`src/hw/rtl/tbbsq_pkg.sv`:
```
`timescale 1ns / 1ps
// ----------------------------------------------------------------------------
// tbbsq_pkg
// Shared constants, types and codes of the time and byte bounded snapshot
// queue.
// ----------------------------------------------------------------------------
package tbbsq_pkg;

   // Queue geometry.
   localparam int QUEUE_DEPTH = 256;
   localparam int ADDR_W      = (QUEUE_DEPTH > 1) ? $clog2(QUEUE_DEPTH) : 1;
   localparam int COUNT_W     = $clog2(QUEUE_DEPTH + 1);

   // Field widths.
   localparam int OP_W       = 2;
   localparam int STAMP_W    = 63;
   localparam int SIZE_W     = 24;
   localparam int HANDLE_W   = 32;
   localparam int BYTES_W    = 40;
   localparam int LIMIT_W    = 32;
   localparam int WINDOW_W   = 62;
   localparam int OVH_W      = 8;
   localparam int EVICT_W    = 9;
   localparam int OUT_CNT_W  = 9;

   // Stream and register port widths.
   localparam int REQ_DATA_W  = 120;
   localparam int RSP_DATA_W  = 184;
   localparam int CSR_INDEX_W = 3;
   localparam int CSR_DATA_W  = 62;

   // Operation codes.
   localparam logic [OP_W-1:0] OP_PUSH  = 2'd0;
   localparam logic [OP_W-1:0] OP_POP   = 2'd1;
   localparam logic [OP_W-1:0] OP_CLEAR = 2'd2;

   // Register indexes.
   localparam logic [CSR_INDEX_W-1:0] CSR_BYTE_LIMIT_ENABLE = 3'd0;
   localparam logic [CSR_INDEX_W-1:0] CSR_BYTE_LIMIT        = 3'd1;
   localparam logic [CSR_INDEX_W-1:0] CSR_WINDOW_ENABLE     = 3'd2;
   localparam logic [CSR_INDEX_W-1:0] CSR_WINDOW_LENGTH     = 3'd3;
   localparam logic [CSR_INDEX_W-1:0] CSR_ENTRY_OVERHEAD    = 3'd4;

   localparam logic [OVH_W-1:0] OVERHEAD_RESET = 8'd32;

   // One stored message descriptor.
   typedef struct packed {
      logic [HANDLE_W-1:0] handle;
      logic [SIZE_W-1:0]   size;
      logic [STAMP_W-1:0]  stamp;
   } entry_type;

   // Configuration register contents.
   typedef struct packed {
      logic                byte_limit_enable;
      logic [LIMIT_W-1:0]  byte_limit;
      logic                window_enable;
      logic [WINDOW_W-1:0] window_length;
      logic [OVH_W-1:0]    entry_overhead;
   } cfg_type;

   // Commands from the controller to the datapath.
   typedef struct packed {
      logic load_item;
      logic clear_queue;
      logic set_backstep;
      logic pop;
      logic evict;
      logic append;
      logic emit;
   } cmd_type;

   // Status from the datapath to the controller.
   typedef struct packed {
      logic backstep_hit;
      logic oversize;
      logic empty;
      logic evict_needed;
      logic out_free;
   } status_type;

   // Controller states.
   typedef enum logic [2:0] {
      ST_IDLE  = 3'b001,
      ST_EVICT = 3'b010,
      ST_DONE  = 3'b100
   } state_type;

endpackage

```
`src/hw/rtl/tbbsq_ctrl.sv`:
```
`timescale 1ns / 1ps
// ----------------------------------------------------------------------------
// tbbsq_ctrl
// Sequencer of the snapshot queue: takes one transaction, steps the
// datapath through evictions and the append, and hands off the response.
// ----------------------------------------------------------------------------
module tbbsq_ctrl (
   input  logic                        clock,
   input  logic                        reset,
   input  logic                        req_tvalid,
   output logic                        req_tready,
   input  logic [tbbsq_pkg::OP_W-1:0]  req_op,
   input  tbbsq_pkg::status_type       status,
   output tbbsq_pkg::cmd_type          cmd
);
   import tbbsq_pkg::*;

   state_type state_ff;
   state_type state_in;
   logic      accept;

   assign req_tready = (state_ff == ST_IDLE);
   assign accept     = req_tvalid && req_tready;

   // Next state and command decode.
   always_comb begin
      cmd      = '0;
      state_in = state_ff;
      unique case (state_ff)
         ST_IDLE: begin
            if (accept) begin
               cmd.load_item = 1'b1;
               state_in      = ST_DONE;
               unique case (req_op)
                  OP_PUSH: begin
                     cmd.clear_queue  = status.backstep_hit;
                     cmd.set_backstep = status.backstep_hit;
                     if (!status.oversize) begin
                        state_in = ST_EVICT;
                     end
                  end
                  OP_POP: begin
                     cmd.pop = !status.empty;
                  end
                  OP_CLEAR: begin
                     cmd.clear_queue = 1'b1;
                  end
                  default: begin
                  end
               endcase
            end
         end
         ST_EVICT: begin
            // One eviction per cycle, then the append.
            if (status.evict_needed) begin
               cmd.evict = 1'b1;
            end else begin
               cmd.append = 1'b1;
               state_in   = ST_DONE;
            end
         end
         ST_DONE: begin
            if (status.out_free) begin
               cmd.emit = 1'b1;
               state_in = ST_IDLE;
            end
         end
         default: begin
            state_in = ST_IDLE;
         end
      endcase
   end

   // State register.
   always_ff @(posedge clock) begin
      if (reset) begin
         state_ff <= ST_IDLE;
      end else begin
         state_ff <= state_in;
      end
   end

endmodule

```
`config.mk`:
```
export PLATFORM = sky130hd
export DESIGN_NAME = tbbsq_ctrl
export DESIGN_NICKNAME = d
export VERILOG_FILES = /design/src/hw/rtl/tbbsq_pkg.sv /design/src/hw/rtl/tbbsq_ctrl.sv
export SDC_FILE = /design/constraint.sdc
export NUM_CORES = 1
export LEC_CHECK = 0
export BUFFER_PORTS_ARGS = -buffer_cell sky130_fd_sc_hd__buf_2
export CELL_PAD_IN_SITES_DETAIL_PLACEMENT = 0
export CELL_PAD_IN_SITES_GLOBAL_PLACEMENT = 1
export CORE_AREA = 8 8 45 47
export DETAILED_ROUTE_END_ITERATION = 6
export DIE_AREA = 0 0 53 55
export PLACE_DENSITY_LB_ADDON = 0.1
export SLEW_MARGIN = 20
export SYNTH_ARGS = -nofsm -noshare
export SYNTH_HDL_FRONTEND = slang
export SYNTH_SLANG_ARGS = --single-unit
```
`constraint.sdc`:
```
create_clock -name clock -period 1.6 [get_ports clock]
set_input_delay 0 -clock clock [delete_from_list [all_inputs] [get_ports clock]]
set_output_delay 0 -clock clock [all_outputs]
set_load 0.005 [all_outputs]
```
==> results of run 1 <==
==> cell type report <==
type,instances,area (um2)
fillers,153,1010
inverters,2,7.507
repair buffers,18,95.09
well taps,16,20.02
flip-flops and latches,3,60.06
clock buffers,4,26.28
multi-input cells,18,165.2
==> cells in the final DEF (no fill, tap or decap), drive strengths merged <==
cell | Yosys | final
and4bb | 1 | 1
nor3 | 1 | 1
dlygate4sd3 | 0 | 1
buf | 0 | 17
dfxtp | 3 | 3
nand4bb | 1 | 1
a21o | 1 | 1
or4 | 1 | 1
clkbuf | 0 | 4
nor2 | 2 | 2
nor4b | 3 | 3
a21oi | 1 | 1
nor2b | 2 | 2
nand2 | 1 | 1
nor3b | 2 | 2
inv | 2 | 2
o31ai | 1 | 1
a2111oi | 1 | 1
==> stage by stage <==
step / hold slack, ns / instances
6_report: 0.05047 / 61
5_1_grt: 0.07569 / 61
4_1_cts: 0.05008 / 61
3_5_place_dp: 0.2037 / 56
3_3_place_gp: 0.2013 / 56
2_1_floorplan: 0.03023 / 23
==> kinds of logic (layout without fill, tap and decap cells) <==
family | count (synthesis) | after routing | synth area share
AOI/OAI and AO/OA | 4 | 4 | 0.1559
buffers and inverters | 2 | 24 | 0.03227
DFF | 3 | 3 | 0.2581
and+or+nand+nor | 14 | 14 | 0.5538
==> worst register-to-register path: stages, from the launching register on <==
cell,delay (ns)
dfxtp_1,0.35
nand4bb_4,0.28
or4_1,0.44
a21oi_1,0.14
==> report_power, final <==
part	internal, mW	switching (mW)
combinational	0.0434	0.0289
sequential	0.0809	0.00942
clock	0.0935	0.0403
total	0.218	0.0786
==> metal layers <==
layer / GRT usage / vias up
met5: 0 / -
met4: 0.05172 / 0
li1: - / 134
met1: 0.05159 / 108
met2: 0.08203 / 10
met3: 0.02406 / 0
==> worst min-delay path by stage <==
stage	end	slack (ns)	cells past startpoint
6_report	state_ff[1]	0.05	3
3_5_place_dp	state_ff[2]	0.20	2
3_3_place_gp	state_ff[2]	0.20	2
5_1_grt	state_ff[1]	0.08	3
2_1_floorplan	cmd[1]	0.03	1
4_1_cts	state_ff[1]	0.05	3
==> what timing repair did <==
| action | CTS | global route |
|---|---|---|
| hold endpoints to repair | 3 | 0 |
| hold buffers | 1 | 0 |
| setup buffers | 0 | 0 |
==> run summary, run 1 <==
GRT overflow: 0
DR iter-0 viols: 4
Metal-1 WL: 284 um
port bufs: 17
DIE WIDTH: 53 um
Synthesized Nets: 33
Routed wire per std cell: 11.74 um
Num CTS Buffers: 3
commonest cells in the synthesized netlist: dfxtp_1 (3), nor4b_1 (3), inv_1 (2), nor2_1 (2), nor2b_1 (2)
fin crit share: 0.8117
Slew Viols, Final: 0
largest net degree at the start of global routing: 7
FP Rows: 14
Critical R2R Launch: state_ff[1]
CTS H-tree lvls: 1
Async SR Flop Fraction: 0
top cells by area, synth: dfxtp_1 (26%), nand4bb_4 (12%), nor4b_1 (11%)
initial antenna violation count: 0
Worst setup startpoint: state_ff[1]
crit path cell chain: nand4bb_4 -> nor4b_1 -> buf_2
CP peak stage delay: 0.35 ns
Clock transition at path regs: 0.04 ns
Core Util, Final: 0.2703
Layout Nets: 56
first-pass iteration count of the detailed router: 3
number of library cell types mapped by synthesis: 16
reg2reg setup slack: 0.32 ns
cells after synthesis: 23
Yosys warning total: 0
Final ANT Viol Nets: 0
Max Freq: 770.0 MHz
GPL Wtd Cong: 0.6380
core area: 1384 um2
delay-heaviest family, CP: simple AND/OR/NAND/NOR gates
register name with the most flops: state_ff
share of cells above drive strength 1: 0.5556
Largest register FFs: 3
Critical Path AT: 1.30 ns
post-synth top area cell: dfxtp_1
CTS Root Cell: clkbuf_4
Tot Pwr: 0.2965 mW
worst hold-check path type: input port to flop
Final Setup Violations: 0
unrepaired setup endpoints after global routing: no
prevailing post-synth register cell: dfxtp_1
cts repair resizes: 0
number of flops mapped to enable cells by yosys: 0
Avg Vias per Cell: 4.131
DP Area: 337.8 um2
VDD IR max: 0.0003196 V
HP Start: status[1]
CTS tree: built
final instance area: 374.1 um2
CP Class: flop to output port
CP required: 1.60 ns
CP Buf/Inv Count: 1
worst skew pair latency: 0.23 ns
vias: 252
PnR worst setup slack: 0.3012 ns
clk buf depth: 2
Setup Skew: 0.005888 ns
Die ar.: 2915 um2
antenna cells: 0
r2r endpoint: state_ff[1]
Worst setup endpoint: cmd[4]
Worst setup EP type: output port
Highest Signal Layer: met3
vias in the first global route: 265
Synth Register Bits: 3
top cell type's share of synthesized area: 0.2581
pwr/cell area: 792.6 nW/um2
Post-Route WL: 716 um
status: complete, no violations
slowest CP cell: dfxtp_1
Final TNS setup: 0 ns
instance count on the critical path: 3
Tmin final: 1.299 ns
Leakage: 0.1749 nW
clk sink count: 3
drc violations: 0
Final Hold Fails: 0
DR WL met2: 351 um
Max-slew headroom: 0.8029
area grow syn2layout: 60.75%
max-cap violation count: 0
Total GRT Usage: 0.05298
Worst Setup Start Kind: flop
first-pass GRT wire length: 1117 um
FF-to-FF path depth: 3
crit-path max FO: 6
mapped cell area: 232.7 um2
Mapped Avg Cell Area: 10.12 um2
Met3 Wirelength: 80 um
pre-CTS WS: 0.3294 ns
initial core utilization: 0.1682
IO Pins: 18
HPWL Detailed: 617.4 um
worst slew pin tran: 0.2931 ns
Die Ht: 55 um
sequential area share after synthesis: 0.2581
Regs by FF count: state_ff: 3 flops
Note: power is estimated with default switching activity, not from simulation.
==> inputs of run 2 (changes only) <==
==> constraint.sdc (replaced) <==
create_clock -name clock -period 1.4 [get_ports clock]
set_input_delay 0 -clock clock [delete_from_list [all_inputs] [get_ports clock]]
set_output_delay 0 -clock clock [all_outputs]
set_load 0.005 [all_outputs]
==> run 2 against run 1 <==
Against the previous run: first-iteration DRC count rose by 50%; sequential share of layout area down 0.48 points; total power up 16%; largest cell class unchanged; sequential power is 18% higher; clock skew down 0.0027 ns; die area did not move; combinational power grew 18%; sequential cell count stayed put; cell count up 1.6%; clock power rose by 13%.
==> run summary, run 2 (same netlist as run 1, synthesis figures left out) <==
Slew Viols, Final: 0
Clock transition at path regs: 0.04 ns
fin crit share: 0.9376
clk buf depth: 2
share of cells above drive strength 1: 0.6522
Die ar.: 2915 um2
DIE WIDTH: 53 um
Post-Route WL: 785 um
Leakage: 0.1854 nW
CTS Root Cell: clkbuf_4
Tot Pwr: 0.3431 mW
most common cell after layout, fill and taps aside: buf_2
GPL Wtd Cong: 0.6843
Avg Vias per Cell: 4.387
area grow syn2layout: 72.58%
VDD IR max: 0.0002240 V
Final Hold Fails: 0
vias: 272
Worst setup EP type: flop
Critical Path AT: 1.46 ns
core area: 1384 um2
Final ANT Viol Nets: 0
CTS tree: built
Worst Hold Slack: 0.06246 ns
final instance area: 401.6 um2
worst skew pair latency: 0.23 ns
unrepaired setup endpoints after global routing: yes
Routed wire per std cell: 12.66 um
CP Class: flop to flop
worst slew pin tran: 0.3121 ns
CTS H-tree lvls: 1
port bufs: 17
CP Buf/Inv Count: 0
crit path cell chain: nand4bb_4 -> or4_1 -> a21oi_1
delay-heaviest family, CP: simple AND/OR/NAND/NOR gates
worst hold-check path type: input port to flop
crit-path max FO: 6
status: complete, no violations
most frequent cells in the layout: buf_2 (17), clkbuf_4 (3)
first-pass iteration count of the detailed router: 2
Final Setup Violations: 0
Max-slew headroom: 0.7901
Worst Setup Start Kind: flop
initial antenna violation count: 0
Regs by FF count: state_ff: 3 flops
antenna cells: 0
FP Rows: 14
pwr/cell area: 854.2 nW/um2
register name with the most flops: state_ff
first-pass GRT wire length: 1228 um
largest net degree at the start of global routing: 7
DR iter-0 viols: 6
Largest register FFs: 3
initial core utilization: 0.1682
Max Freq: 761.8 MHz
drc violations: 0
vias in the first global route: 313
slowest CP cell: or4_1
Num CTS Buffers: 3
clk sink count: 3
HPWL Detailed: 656.8 um
Total GRT Usage: 0.06011
Setup Skew: 0.003225 ns
max-cap violation count: 0
CP required: 1.55 ns
post-CTS repair timing setup buffer count: 0
Core Util, Final: 0.2902
Layout Nets: 57
Die Ht: 55 um
GRT overflow: 0
CP peak stage delay: 0.43 ns
Tmin final: 1.313 ns
DP Area: 345.3 um2
IO Pins: 18
-- run 2: cell count changes in the layout (fill, tap and decap cells not counted), sizes merged --
cell	previous run	this run
buf	17	18
-- run 2: layer usage --
metal / vias to the layer above / track usage / wire [um]
li1: 137 / - / -
met1: 121 / 0.04711 / 287
met3: 2 / 0.02941 / 97
met5: - / 0 / 0
met4: 0 / 0.07759 / 20
met2: 12 / 0.09766 / 379
-- run 2: power breakdown --
group          internal, mW  total, mW  switching, mW
logic                0.0507     0.0851         0.0344
clock network         0.107      0.151         0.0439
registers            0.0932      0.107         0.0141
-- run 2: layout make-up --
| cell class | instances | area (um2) |
|---|---|---|
| clock buffers | 4 | 26.28 |
| fillers | 157 | 982.2 |
| inverters | 2 | 7.507 |
| multi-input cells | 18 | 182.7 |
| flip-flops and latches | 3 | 62.56 |
| well taps | 16 | 20.02 |
| repair buffers | 19 | 102.6 |
-- run 2: per-stage QoR --
step	worst slack, ns	setup TNS (ns)	instances
after floorplan	0.2186	0	23
after global placement	0.1068	0	57
after detailed placement	0.08898	0	57
after CTS	0.01794	0	62
after global routing	-0.002382	-0.002382	62
final	0.08740	0	62
-- run 2: worst reg2reg max path, delay by kind of cell, from the launching register on --
family	cells	cell delay [ns]
AND/OR/NAND/NOR	2	0.70
flip-flops	1	0.38
AO/OA/AOI/OAI	1	0.16
-- run 2: final timing paths --
check / cells after the start / slack (ns) / start / to
worst max-delay path: 3 / 0.09 / state_ff[2] / state_ff[1]
worst min-delay path: 3 / 0.06 / status[3] / state_ff[1]
worst max register to register: 3 / 0.09 / state_ff[2] / state_ff[1]
worst min register to register: 2 / 0.63 / state_ff[0] / state_ff[0]
-- run 2: timing repair --
| action | 4_1_cts | 5_1_grt |
|---|---|---|
| resized for setup | 1 | 4 |
| setup endpoints to repair | 2 | 3 |
| hold buffers | 1 | 0 |
| endpoints found under the hold margin | 3 | 0 |
